<file path="src/rtl/gddo_pkg.sv">
// Shared types, constants and calendar functions for the date offset block.
// No dependencies; imported by the controller, datapath, top level and checker.
package gddo_pkg;

    localparam int YearW  = 16;
    localparam int MonthW = 4;
    localparam int DayW   = 5;
    localparam int OffW   = 16;
    // working day count: held day plus any offset, signed
    localparam int AccW   = 17;

    localparam int SDataW = 48;
    localparam int MDataW = 32;

    localparam logic [MonthW-1:0] MonthJan = 4'd1;
    localparam logic [MonthW-1:0] MonthFeb = 4'd2;
    localparam logic [MonthW-1:0] MonthDec = 4'd12;

    localparam logic [DayW-1:0] DaysLong = 5'd31;
    localparam logic [DayW-1:0] DaysFeb  = 5'd28;

    localparam logic [YearW-1:0] YearMax = 16'hFFFF;

    // modular inverse of 25 mod 2^16; y is a multiple of 25 when y*inv <= 65535/25
    localparam logic [YearW-1:0] Inv25    = 16'd23593;
    localparam logic [YearW-1:0] Div25Max = 16'd2621;

    localparam logic MODE_LOAD = 1'b0;
    localparam logic MODE_ADD  = 1'b1;

    typedef enum logic [5:0] {
        ST_IDLE       = 6'b000001,
        ST_LOAD_WAIT  = 6'b000010,
        ST_LOAD_CLAMP = 6'b000100,
        ST_STEP       = 6'b001000,
        ST_SETTLE     = 6'b010000,
        ST_FINISH     = 6'b100000
    } gddo_state_t;

    typedef struct packed {
        logic load;
        logic start_add;
        logic clamp;
        logic step;
        logic capture;
    } gddo_cmd_t;

    typedef struct packed {
        logic norm_done;
    } gddo_status_t;

    // Month length for a month within the held year.
    function automatic logic [DayW-1:0] month_days(input logic [MonthW-1:0] m,
                                                   input logic leap);
        logic [DayW-1:0] n;
        begin
            case (m)
                4'd4, 4'd6, 4'd9, 4'd11: n = 5'd30;
                4'd2:                    n = leap ? DaysFeb + 5'd1 : DaysFeb;
                default:                 n = DaysLong;
            endcase
            return n;
        end
    endfunction

endpackage

</file>
<file path="src/rtl/gddo_ctrl.sv">
// Sequencer for the date offset block: input/output handshake and step control.
// Depends on gddo_pkg; drives commands into gddo_dp.
module gddo_ctrl import gddo_pkg::*; (
    input  logic         aclk,
    input  logic         aresetn,
    input  logic         s_tvalid,
    output logic         s_tready,
    input  logic         s_mode,
    output logic         m_tvalid,
    input  logic         m_tready,
    input  gddo_status_t status,
    output gddo_cmd_t    cmd
);

    gddo_state_t state_reg, state_next;
    logic        m_valid_reg, m_valid_next;

    always_comb begin
        state_next   = state_reg;
        m_valid_next = m_valid_reg && !m_tready;
        cmd          = '0;
        s_tready     = 1'b0;
        unique case (state_reg)
            ST_IDLE: begin
                s_tready = 1'b1;
                if (s_tvalid) begin
                    if (s_mode == MODE_LOAD) begin
                        cmd.load   = 1'b1;
                        state_next = ST_LOAD_WAIT;
                    end else begin
                        cmd.start_add = 1'b1;
                        state_next    = ST_STEP;
                    end
                end
            end
            // let the leap flag follow the new year
            ST_LOAD_WAIT: state_next = ST_LOAD_CLAMP;
            ST_LOAD_CLAMP: begin
                cmd.clamp  = 1'b1;
                state_next = ST_FINISH;
            end
            ST_STEP: begin
                if (status.norm_done) begin
                    state_next = ST_SETTLE;
                end else begin
                    cmd.step = 1'b1;
                end
            end
            ST_SETTLE: state_next = ST_FINISH;
            ST_FINISH: begin
                // hold until the output word is free
                if (!m_valid_reg || m_tready) begin
                    cmd.capture  = 1'b1;
                    m_valid_next = 1'b1;
                    state_next   = ST_IDLE;
                end
            end
            default: state_next = ST_IDLE;
        endcase
    end

    always_ff @(posedge aclk) begin
        if (!aresetn) begin
            state_reg   <= ST_IDLE;
            m_valid_reg <= 1'b0;
        end else begin
            state_reg   <= state_next;
            m_valid_reg <= m_valid_next;
        end
    end

    assign m_tvalid = m_valid_reg;

endmodule

</file>
<file path="src/rtl/gddo_dp.sv">
// Datapath for the date offset block: held date, leap flag, month walk, output word.
// Depends on gddo_pkg; commanded by gddo_ctrl.
module gddo_dp import gddo_pkg::*; (
    input  logic              aclk,
    input  logic              aresetn,
    input  logic [YearW-1:0]  load_year,
    input  logic [MonthW-1:0] load_month,
    input  logic [DayW-1:0]   load_day,
    input  logic [OffW-1:0]   day_offset,
    input  gddo_cmd_t         cmd,
    output gddo_status_t      status,
    output logic [MDataW-1:0] m_tdata
);

    logic [YearW-1:0]        year_reg, year_next;
    logic [MonthW-1:0]       month_reg, month_next;
    logic signed [AccW-1:0]  day_reg, day_next;
    logic                    leap_reg, leap_next;
    logic                    wrap_reg, wrap_next;
    logic [MDataW-1:0]       out_reg;

    logic [YearW-1:0]        year_prod;
    logic                    div25;
    logic [DayW-1:0]         cur_len;
    logic [DayW-1:0]         prev_len;
    logic signed [AccW-1:0]  cur_len_s;
    logic signed [AccW-1:0]  prev_len_s;
    logic                    under;
    logic                    over;
    logic [MonthW-1:0]       ld_month;
    logic [DayW-1:0]         ld_day;

    // leap rule: div by 4 and (not by 25, or by 16)
    assign year_prod = year_reg * Inv25;
    assign div25     = (year_prod <= Div25Max);
    assign leap_next = (year_reg[1:0] == 2'b00) && (!div25 || (year_reg[3:0] == 4'h0));

    assign cur_len    = month_days(month_reg, leap_reg);
    // December always precedes January
    assign prev_len   = (month_reg == MonthJan) ? DaysLong
                        : month_days(month_reg - 4'd1, leap_reg);
    assign cur_len_s  = $signed({{(AccW-DayW){1'b0}}, cur_len});
    assign prev_len_s = $signed({{(AccW-DayW){1'b0}}, prev_len});
    assign under      = (day_reg <= $signed({AccW{1'b0}}));
    assign over       = (day_reg > cur_len_s);

    assign status.norm_done = !under && !over;

    assign ld_month = (load_month == 4'd0) ? MonthJan
                      : ((load_month > MonthDec) ? MonthDec : load_month);
    assign ld_day   = (load_day == 5'd0) ? 5'd1 : load_day;

    always_comb begin
        year_next  = year_reg;
        month_next = month_reg;
        day_next   = day_reg;
        wrap_next  = wrap_reg;
        if (cmd.load) begin
            year_next  = load_year;
            month_next = ld_month;
            day_next   = $signed({{(AccW-DayW){1'b0}}, ld_day});
            wrap_next  = 1'b0;
        end else if (cmd.start_add) begin
            day_next  = day_reg + $signed({day_offset[OffW-1], day_offset});
            wrap_next = 1'b0;
        end else if (cmd.clamp) begin
            if (over) begin
                day_next = cur_len_s;
            end
        end else if (cmd.step) begin
            if (under) begin
                // borrow the previous month
                day_next = day_reg + prev_len_s;
                if (month_reg == MonthJan) begin
                    month_next = MonthDec;
                    year_next  = year_reg - 16'd1;
                    if (year_reg == '0) begin
                        wrap_next = 1'b1;
                    end
                end else begin
                    month_next = month_reg - 4'd1;
                end
            end else begin
                // carry out the current month
                day_next = day_reg - cur_len_s;
                if (month_reg == MonthDec) begin
                    month_next = MonthJan;
                    year_next  = year_reg + 16'd1;
                    if (year_reg == YearMax) begin
                        wrap_next = 1'b1;
                    end
                end else begin
                    month_next = month_reg + 4'd1;
                end
            end
        end
    end

    always_ff @(posedge aclk) begin
        if (!aresetn) begin
            year_reg  <= '0;
            month_reg <= MonthJan;
            day_reg   <= $signed({{(AccW-1){1'b0}}, 1'b1});
            leap_reg  <= 1'b1;
            wrap_reg  <= 1'b0;
        end else begin
            year_reg  <= year_next;
            month_reg <= month_next;
            day_reg   <= day_next;
            leap_reg  <= leap_next;
            wrap_reg  <= wrap_next;
        end
    end

    always_ff @(posedge aclk) begin
        if (cmd.capture) begin
            out_reg <= {5'b0, wrap_reg, leap_reg, day_reg[DayW-1:0], month_reg, year_reg};
        end
    end

    assign m_tdata = out_reg;

endmodule

</file>
<file path="src/rtl/gregorian_date_day_offset_top.sv">
// Gregorian date register with signed day-offset add, normalized one month per cycle.
// Load word: states LOAD_WAIT, LOAD_CLAMP, FINISH, then m_tvalid rises. Add word: STEP walks
// one month at a time until the day is in range, then SETTLE and FINISH; FINISH waits while
// the output word is still held. One word in flight; a new one is taken even while a result waits.
// Synchronous active-low reset: date 0000-01-01, no result pending.
// Depends on gddo_pkg, gddo_ctrl and gddo_dp.
module gregorian_date_day_offset_top import gddo_pkg::*; (
    input  logic              aclk,
    input  logic              aresetn,
    input  logic              s_tvalid,
    output logic              s_tready,
    input  logic [SDataW-1:0] s_tdata,  // load_year, load_month, load_day, day_offset, pad
    input  logic              s_tuser,  // mode
    output logic              m_tvalid,
    input  logic              m_tready,
    output logic [MDataW-1:0] m_tdata   // cur_year, cur_month, cur_day, leap_flag,
                                        // year_wrapped, pad
);

    gddo_cmd_t    cmd;
    gddo_status_t status;

    gddo_ctrl u_ctrl (
        .aclk     (aclk),
        .aresetn  (aresetn),
        .s_tvalid (s_tvalid),
        .s_tready (s_tready),
        .s_mode   (s_tuser),
        .m_tvalid (m_tvalid),
        .m_tready (m_tready),
        .status   (status),
        .cmd      (cmd)
    );

    gddo_dp u_dp (
        .aclk       (aclk),
        .aresetn    (aresetn),
        .load_year  (s_tdata[15:0]),
        .load_month (s_tdata[19:16]),
        .load_day   (s_tdata[24:20]),
        .day_offset (s_tdata[40:25]),
        .cmd        (cmd),
        .status     (status),
        .m_tdata    (m_tdata)
    );

endmodule

</file>
<file path="config.mk">
export PLATFORM = sky130hd
export DESIGN_NAME = gregorian_date_day_offset_top
export DESIGN_NICKNAME = d
export VERILOG_FILES = /design/src/rtl/gddo_pkg.sv /design/src/rtl/gddo_ctrl.sv /design/src/rtl/gddo_dp.sv /design/src/rtl/gregorian_date_day_offset_top.sv
export SDC_FILE = /design/constraint.sdc
export NUM_CORES = 1
export LEC_CHECK = 0
export ABC_AREA = 1
export BUFFER_PORTS_ARGS = -buffer_cell sky130_fd_sc_hd__clkbuf_2
export CORE_ASPECT_RATIO = 0.75
export CORE_MARGIN = 8
export CORE_UTILIZATION = 45
export DETAILED_ROUTE_END_ITERATION = 6
export GPL_TIMING_DRIVEN = 0
export PLACE_DENSITY = 0.63
export SLEW_MARGIN = 10
export SYNTH_ARGS = -nofsm -noshare
export SYNTH_HDL_FRONTEND = slang
export SYNTH_SLANG_ARGS = --single-unit
export TNS_END_PERCENT = 5
</file>
<file path="constraint.sdc">
create_clock -name aclk -period 4.86 [get_ports aclk]
set_input_delay 0.972 -clock aclk [delete_from_list [all_inputs] [get_ports aclk]]
set_output_delay 0.972 -clock aclk [all_outputs]
set_load 0.01 [all_outputs]
</file>
# --- Word-level counts from Yosys, hierarchy flattened ---
# Cells that the tools add are included.
word_totals:
  ff_bits: 73
  output_inout_bits: 34
  in_bits: 53
op_classes:
  n_mul: 1
  n_bitwise: 2
  n_lt_le_gt_ge: 4
  n_mux: 49
  addsub: 7
  n_reduce_logical: 32
  eq_ne: 29
ops:
  columns: ["op", "n"]
  rows:
  - ["16-bit 2-to-1 mux", 7]
  - ["17-bit 2-to-1 mux", 5]
  - ["4-bit 2-to-1 mux", 10]
  - ["6-bit one-hot mux with 5 select lines", 1]
  - ["4-bit == test (second input constant)", 5]
  - ["5-bit one-hot mux with 2 select lines", 2]
  - ["6-bit 2-to-1 mux", 3]
  - ["17-bit by 16-bit adder with 17-bit output", 1]
  - ["17-bit by 6-bit adder with 17-bit output", 1]
  - ["17-bit by 6-bit > comparator with 1-bit output", 1]
  - ["17-bit by 1-bit less-or-equal comparator with 1-bit output (second input constant)", 1]
  - ["17-bit by 6-bit subtractor with 17-bit output", 1]
  - ["16-bit by 1-bit adder with 16-bit output (second input constant)", 1]
  - ["16-bit == test (second input constant)", 1]
  - ["4-bit by 3-bit == test with 1-bit output (second input constant)", 4]
  - ["16-bit by 12-bit less-or-equal comparator with 1-bit output (second input constant)", 1]
  - ["16-bit zero test", 1]
  - ["16-bit by 15-bit multiplier with 16-bit output (second input constant)", 1]
  - ["1-bit 2-to-1 mux", 16]
  - ["16-bit by 1-bit subtractor with 16-bit output (second input constant)", 1]
  - ["5-bit 2-to-1 mux", 3]
  - ["4-bit by 2-bit == test with 1-bit output (second input constant)", 2]
  - ["4-bit zero test", 2]
  - ["2-bit inequality test (second input constant)", 4]
  - ["31 further kinds", 49]

# --- Logic depth before layout (Yosys ltp) ---
# Gate-level depths: netlist (run 1).
depth:
  depth_word: 12
  mapped_depth: 24
  mapped_depth_nobuf: 24

# --- Cells and area by module ---
# A second synthesis (run 1) with hierarchy kept.
hier_totals:
  cells_unflattened: 1228
  area_unflattened_um2: 8331.7
modules_own_cells:
  columns: ["module", "instances", "seq_area_each_um2", "area_per_inst_um2", "cells_per_inst"]
  rows:
  - ["gddo_dp", 1, 1591.5, 7902.6, 1165]
  - ["gddo_ctrl", 1, 140.1, 429.2, 63]

# --- Least setup slack after synthesis (run 1) ---
# Ideal clock, no wire load.
synth_path:
  kind: "flip-flop to flip-flop"
  startpoint: "register u_dp.year_reg[2]"
  endpoint: "register u_dp.leap_reg"
  synth_period_minus_slack_ps: 4053
  t_required_ps: 4745
  t_arrival_ps: 3938
  slack_ps: 807
  n_path_buf: 0
  path_stages_with_launch: 19
  cell_sequence: "dfxtp_1 inv_1 ha_1 ha_1 inv_1 fa_1 fa_1 inv_1 fa_1 ha_1 ha_1 a21oi_1 o21a_1 a21o_1 nand3_1 nor2_1 nand2_1 nand2_1 nand2_1"
synth_via:
  elab_chain_cells: 5
  word_cells_on_any_way: 6
  classes_between: "mul: 1; order compare: 1; reduce/logical: 4"
synth_rtl:
  columns: ["item", "line_no", "rtl"]
  rows:
  - ["start, declared", "gddo_dp.sv:15", "logic [YearW-1:0] year_reg, year_next;"]
  - ["start signal, assigned", "gddo_dp.sv:107", "year_reg <= year_next;"]
  - ["16-bit by 15-bit multiplier with 16-bit output", "gddo_dp.sv:34", "assign year_prod = year_reg * Inv25;"]
  - ["16-bit by 12-bit less-or-equal comparator with 1-bit output", "gddo_dp.sv:35", "assign div25 = (year_prod <= Div25Max);"]
  - ["1-bit zero test", "gddo_dp.sv:36", "assign leap_next = (year_reg[1:0] == 2'b00) && (!div25 || (year_reg[3:0] == 4'h0));"]
  - ["1-bit logical OR (*)", "gddo_dp.sv:36", null]
  - ["1-bit logical AND (*)", "gddo_dp.sv:36", null]
  - ["end signal, assigned", "gddo_dp.sv:110", "leap_reg <= leap_next;"]
  - ["end, declared", "gddo_dp.sv:18", "logic leap_reg, leap_next;"]
# Mark *: on every way between the ends. The rest lies on a longest branch, timed or not.
# A chain may end at the register's enable or synchronous reset.

# --- Worst setup path in the final report (run 1) ---
# Ends and elaborated chain as after synthesis.

==> results of run 1 <==
final cells by class:
class,instances,area (um2)
fillers,1838,8920
multi-input cells,946,5700
flip-flops and latches,73,1730
inverters,169,637
repair buffers,74,393
well taps,247,309
clock buffers,11,243
plain buffers,32,226
clock inverters,5,77.6
cell usage in the layout, fill, tap and decap left out, types with 27 or more instances in the layout:
cell type,instances
nand2_1,309
inv_1,162
nor2_1,131
ha_1,103
nand3_1,95
clkbuf_2,73
o21ai_0,64
a21oi_1,61
dfxtp_1,46
nand4_1,28
edfxtp_1,27
through the flow:
step                      area [um2]  instances  util, %
after floorplan                 8280       1220        -
after global placement          8960       1540     49.1
after detailed placement        9000       1541     49.3
after CTS                       9320       1557     51.1
after global routing            9320       1557     51.1
final                           9320       1557     51.1
power groups by stage:
stage	clock, mW	combinational, mW	sequential, mW
global placement	0	1.86	0.791
floorplan	0	1.46	0.750
CTS	0.750	1.89	0.778
finish	0.738	1.91	0.780
global route	0.774	2.16	0.787
detailed placement	0	1.87	0.791
how the worst max path moves through the flow:
stage	start	to	cells past startpoint
after floorplan	u_dp.year_reg[2]$_SDFFE_PN0P_	u_dp.leap_reg$_SDFF_PN1_	18
after global placement	u_dp.year_reg[2]$_SDFFE_PN0P_	u_dp.leap_reg$_SDFF_PN1_	18
after detailed placement	u_dp.year_reg[2]$_SDFFE_PN0P_	u_dp.leap_reg$_SDFF_PN1_	18
after CTS	u_dp.year_reg[2]$_SDFFE_PN0P_	u_dp.leap_reg$_SDFF_PN1_	18
after global routing	u_dp.year_reg[0]$_SDFFE_PN0P_	u_dp.leap_reg$_SDFF_PN1_	18
final	u_dp.year_reg[2]$_SDFFE_PN0P_	u_dp.leap_reg$_SDFF_PN1_	18
layer usage:
layer	vias to the layer above	wire length, um
li1	4149	-
met2	264	8930
met5	-	0
met3	16	2320
met1	3698	13400
met4	0	142
cells by family (layout without fill, tap and decap cells):
logic type               count (synthesis)  in the layout
AO/OA/AOI/OAI                          162            162
buffers and inverters                  201            291
flip-flops                              73             73
XOR/XNOR                                38             38
other                                    1              5
AND/OR/NAND/NOR                        616            616
adder cells (fa/ha/maj)                125            125
==> run metrics, run 1 <==
Crit path max-delay family adder cells; pwr/cell area 368 nW/um2; Critical Path Most Common Cell ha_1; Num CTS Buffers 9; power share of the combinational group 55.7%; first-pass GRT wire length 39,400 um; Initial Util 45.3%; sequential element share of the synthesized area 20.9%; Critical Path AT 4.83 ns; overall routing resource usage 21.3%; clock sink total 73; GR Util met1 34.1%; Synth top cells by count nand2_1 (309), inv_1 (162), nor2_1 (131), ha_1 (103), nand3_1 (95); Design Power 3.43 mW; FP Rows 43; most frequent cell after synthesis nand2_1; met2 Usage GRT 27.3%; r2r startpoint u_dp.year_reg[2]$_SDFFE_PN0P_; crit end category flop; residual DRC count 0; via/cell ratio 5.22; switch share 45.7%; total number of vias 8,127; post-synthesis mux area share 0%; hold depth 0; total grt overflow 0; simple-gate share of the synthesized area 33.1%; layout cells sized above 1 11.8%; setup violators final 0; Setup crit start kind flop; GPL Wtd Cong 0.928; maximum clock insertion buffer count 2; Final Hold Vio Count 0; number of synthesized flops with an enable pin 27; DIE AREA 23,000 um2; GR met3 Demand/Resource 5.48%; Antenna Cells 0; Mapped Area 8270 um2; Crit-path slowest cell dfxtp_1; share of the synthesized area in the top cell type 15.6%; TritonCTS clock tree done; # port buffers 73; RSZ-0062 raised after global routing false; clk slew on worst S/H paths 0.06 ns; Hold Crit Class flop to flop; Seq pwr share 22.8%; remaining antenna violation count 0; Initial DRT Pass Iterations 5; global route hottest layer met1; leakage 4.89 nW; # nets final 1,483; Max-cap violations 0; largest family of logic cells by synthesized area simple AND/OR/NAND/NOR gates; wirelength, routed 24,800 um; initial antenna violation count 0; CP Buf/Inv Count 3; post-CTS sizing 0; clk_skew 0.0106 ns; hpwl dp 20,400 um; worst hold start u_dp.month_reg[2]$_SDFFE_PN0P_; Tcrit/Tclk final 94.8%; clock group share of total power 21.5%; ys async rst share 0%; synth top area cells ha_1 (16%), nand2_1 (14%), dfxtp_1 (11%); fin crit period 4.61 ns; r2r setup slk 0.25 ns; max_slew headroom 52.6%; Slew Limit Fails 0; average size of a mapped cell 6.80 um2; Compound-Gate Fraction of Synth Area 10.6%; Max VDD drop 0.171 mV; Root Driver clkbuf_16; final worst slack 0.252 ns; P_int 1.86 mW; io pins 87; Cell Chain, Critical Path inv_1 -> ha_1 -> ha_1 -> inv_1 -> fa_1 -> fa_1 -> inv_1 -> fa_1 -> ha_1 -> ha_1 -> a21oi_1 -> o21a_1 -> a21o_1 -> nand3_1 -> nor2_1 -> nand2_1 -> nand2_1 -> nand2_1; Hold Path End u_dp.m_tdata[18]$_DFFE_PP_; clock latency on the worst-skew pair 0.35 ns; DR WL/cell 15.9 um; chip width 173 um; leading area contributor after synthesis ha_1; setup TNS 0 ns; Post-Synth XOR/XNOR Area 4.02%; Slew @ Worst Pin 0.711 ns; Post-CTS Setup Inserts 0; Seq cells post-synth 73; Largest register FFs 27; reg2reg end u_dp.leap_reg$_SDFF_PN1_; smallest hold slack 0.442 ns; Die H 133 um; DP Worst Slack 0.298 ns; count of different cell masters after synthesis 46; R2R depth 18; Achievable Freq 0.217 GHz; most used flip-flop cell after synthesis dfxtp_1; vias in the first global route 7,239; NetSw 1.57 mW; hold buffers post-CTS 0; Mapped Cells 1,216; core area 18,200 um2; critical path class flop to flop; CP peak stage delay 0.63 ns; adder-cell share of the synthesized area 20.9%; largest net degree at the start of global routing 25; Synth Warn # 0; status finished, final reports clean; H-tree depth 3; P&R area growth vs syn 12.7%; Req. time, crit path 5.09 ns; initial DRC count 938; worst-path maximum fanout 8
No activity file was read; power rests on OpenSTA's default activity.
==> inputs of run 2 (changes only) <==
Settings changed: REMOVE_ABC_BUFFERS from default to 1.
==> run metrics, run 2 (synthesized netlist as in run 1, its figures left out) <==
status finished, final reports clean; Num CTS Buffers 9 (unchanged); R2R depth 18 (unchanged); clk slew on worst S/H paths 0.06 ns (about the same); Setup crit start kind flop; critical path class flop to flop; vias in the first global route 7,298 (+0.82%); worst-path maximum fanout 12 (+4); Largest register FFs 27 (unchanged); Final Hold Vio Count 0 (unchanged); Max VDD drop 0.188 mV (+9.9%); Initial Util 45.3% (unchanged); Slew @ Worst Pin 1.27 ns (+0.558 ns); overall routing resource usage 20.9% (-0.36 points); DP Worst Slack 0.252 ns (-0.0459 ns); leading cell type in the layout, fill and taps excluded nand2_1; Die H 133 um (unchanged); Crit-path slowest cell dfxtp_1; final worst slack 0.299 ns (+0.0468 ns); r2r startpoint u_dp.year_reg[0]$_SDFFE_PN0P_; Critical Path Most Common Cell nand2_1; setup TNS 0 ns (unchanged); r2r setup slk 0.30 ns (+0.05 ns); FP Rows 43 (unchanged); total number of vias 7,949 (-2.2%); dpl cells 1,510 (-2.0%); wirelength, routed 24,200 um (-2.7%); chip width 173 um (unchanged); fin area 9110 um2 (-2.3%); Root Driver clkbuf_16; Req. time, crit path 5.09 ns (about the same); clock latency on the worst-skew pair 0.35 ns (about the same); # port buffers 74 (+1.4%); DR WL/cell 15.8 um (-0.71%); post-layout util 49.9% (-1.2 points); Max-cap violations 0 (unchanged); setup violators final 0 (unchanged); layout cells sized above 1 10.1% (-1.7 points); # nets final 1,452 (-2.1%); max_slew headroom 15.1% (-37 points); CP Launch Point u_dp.year_reg[0]$_SDFFE_PN0P_; core area 18,200 um2 (unchanged); Initial DRT Pass Iterations 5 (unchanged); reg2reg end u_dp.leap_reg$_SDFF_PN1_; Slew Limit Fails 0 (unchanged); RSZ-0062 raised after global routing false; initial DRC count 695 (-26%); placed cell area 8770 um2 (-2.5%); Cell Chain, Critical Path ha_1 -> ha_1 -> inv_1 -> fa_1 -> fa_1 -> inv_1 -> fa_1 -> ha_1 -> ha_1 -> a21oi_1 -> o21ai_0 -> a21o_1 -> inv_1 -> nand2_1 -> nand2_1 -> nand2_1 -> nand2_1 -> nand2_1; DIE AREA 23,000 um2 (unchanged); initial antenna violation count 0 (unchanged); hpwl dp 19,200 um (-5.7%); via/cell ratio 5.21 (-0.20%); most frequent cells in the layout nand2_1 (309), inv_1 (162), nor2_1 (131), ha_1 (103), nand3_1 (95); Tcrit/Tclk final 93.8% (-0.96 points); io pins 87 (unchanged); fin crit period 4.56 ns (-0.0468 ns); maximum clock insertion buffer count 2 (unchanged); CP peak stage delay 0.75 ns (+0.12 ns); clock sink total 73 (unchanged); crit end category flop; leakage 4.74 nW (-2.9%); largest net degree at the start of global routing 46 (+84%); GPL Wtd Cong 0.925 (-0.27%); Antenna Cells 0 (unchanged); residual DRC count 0 (unchanged); Achievable Freq 0.219 GHz (+1.0%); clk_skew 0.00928 ns (-0.00136 ns); Hold Crit Class flop to flop; Critical Path AT 4.79 ns (-0.04 ns); TritonCTS clock tree done; remaining antenna violation count 0 (unchanged); total grt overflow 0 (unchanged); P&R area growth vs syn 10.1%; first-pass GRT wire length 39,100 um (-0.84%); Design Power 3.38 mW (-1.4%); H-tree depth 3 (unchanged); smallest hold slack 0.500 ns (+0.0582 ns); pwr/cell area 371 nW/um2 (+0.89%); worst setup path endpoint u_dp.leap_reg$_SDFF_PN1_; final cell count without fillers 1,526 (-2.0%)
[run 2: cell count changes in the layout (fill, tap and decap cells not counted), moves of 2 or more]
cell       change
buf_4         -11
inv_4          -2
clkbuf_1       -4
dfxtp_1        -2
buf_2         -10
dfxtp_2        +2
buf_6          -7
clkbuf_16      +2
[run 2: how the worst min path moves through the flow]
| stage | depth (start not counted) | startpoint | end | slack [ns] |
|---|---|---|---|---|
| final | 0 | u_dp.leap_reg$_SDFF_PN1_ | u_dp.m_tdata[25]$_DFFE_PP_ | 0.50 |
| after global routing | 0 | u_dp.wrap_reg$_SDFFE_PP0P_ | u_dp.m_tdata[26]$_DFFE_PP_ | 0.53 |
| after CTS | 0 | u_dp.leap_reg$_SDFF_PN1_ | u_dp.m_tdata[25]$_DFFE_PP_ | 0.52 |
| after detailed placement | 0 | u_dp.leap_reg$_SDFF_PN1_ | u_dp.m_tdata[25]$_DFFE_PP_ | 0.50 |
| after global placement | 2 | u_ctrl.m_tvalid$_SDFF_PN0_ | u_ctrl.m_tvalid$_SDFF_PN0_ | 0.49 |
| after floorplan | 0 | u_dp.wrap_reg$_SDFFE_PP0P_ | u_dp.m_tdata[26]$_DFFE_PP_ | 0.41 |
[run 2: final cells by class]
| type | count | area (um2) |
|---|---|---|
| inverters | 169 | 637 |
| repair buffers | 75 | 390 |
| well taps | 247 | 309 |
| clock inverters | 3 | 43.8 |
| flip-flops and latches | 73 | 1730 |
| fillers | 1848 | 9130 |
| clock buffers | 13 | 293 |
| multi-input cells | 946 | 5700 |
[run 2: power by group]
group          internal (mW)  switching [mW]
Clock                  0.475           0.281
Sequential             0.686           0.128
Combinational          0.661            1.15
Total                   1.82            1.56
[run 2: critical path, delay by kind of cell (launching register included)]
kind | cells | cell delay [ns]
compound gates | 3 | 0.44
fa+ha+maj | 7 | 2.87
buf+inv | 3 | 0.15
flops | 1 | 0.75
simple gates | 5 | 0.22
[run 2: routing by layer]
layer  vias to the layer above  GRT usage, %  wire length [um]
met5                         -             0                 0
li1                       4083             -                 -
met1                      3591          32.6             13000
met4                         0          4.43               274
met2                       252          28.3              8980
met3                        23          4.41              1900
[run 2: repair_timing]
item / in CTS / in global routing
setup buffers: 0 / 0
endpoints found under the setup margin: 0 / 1
hold buffers: 0 / 0
gates resized for setup: 0 / 2
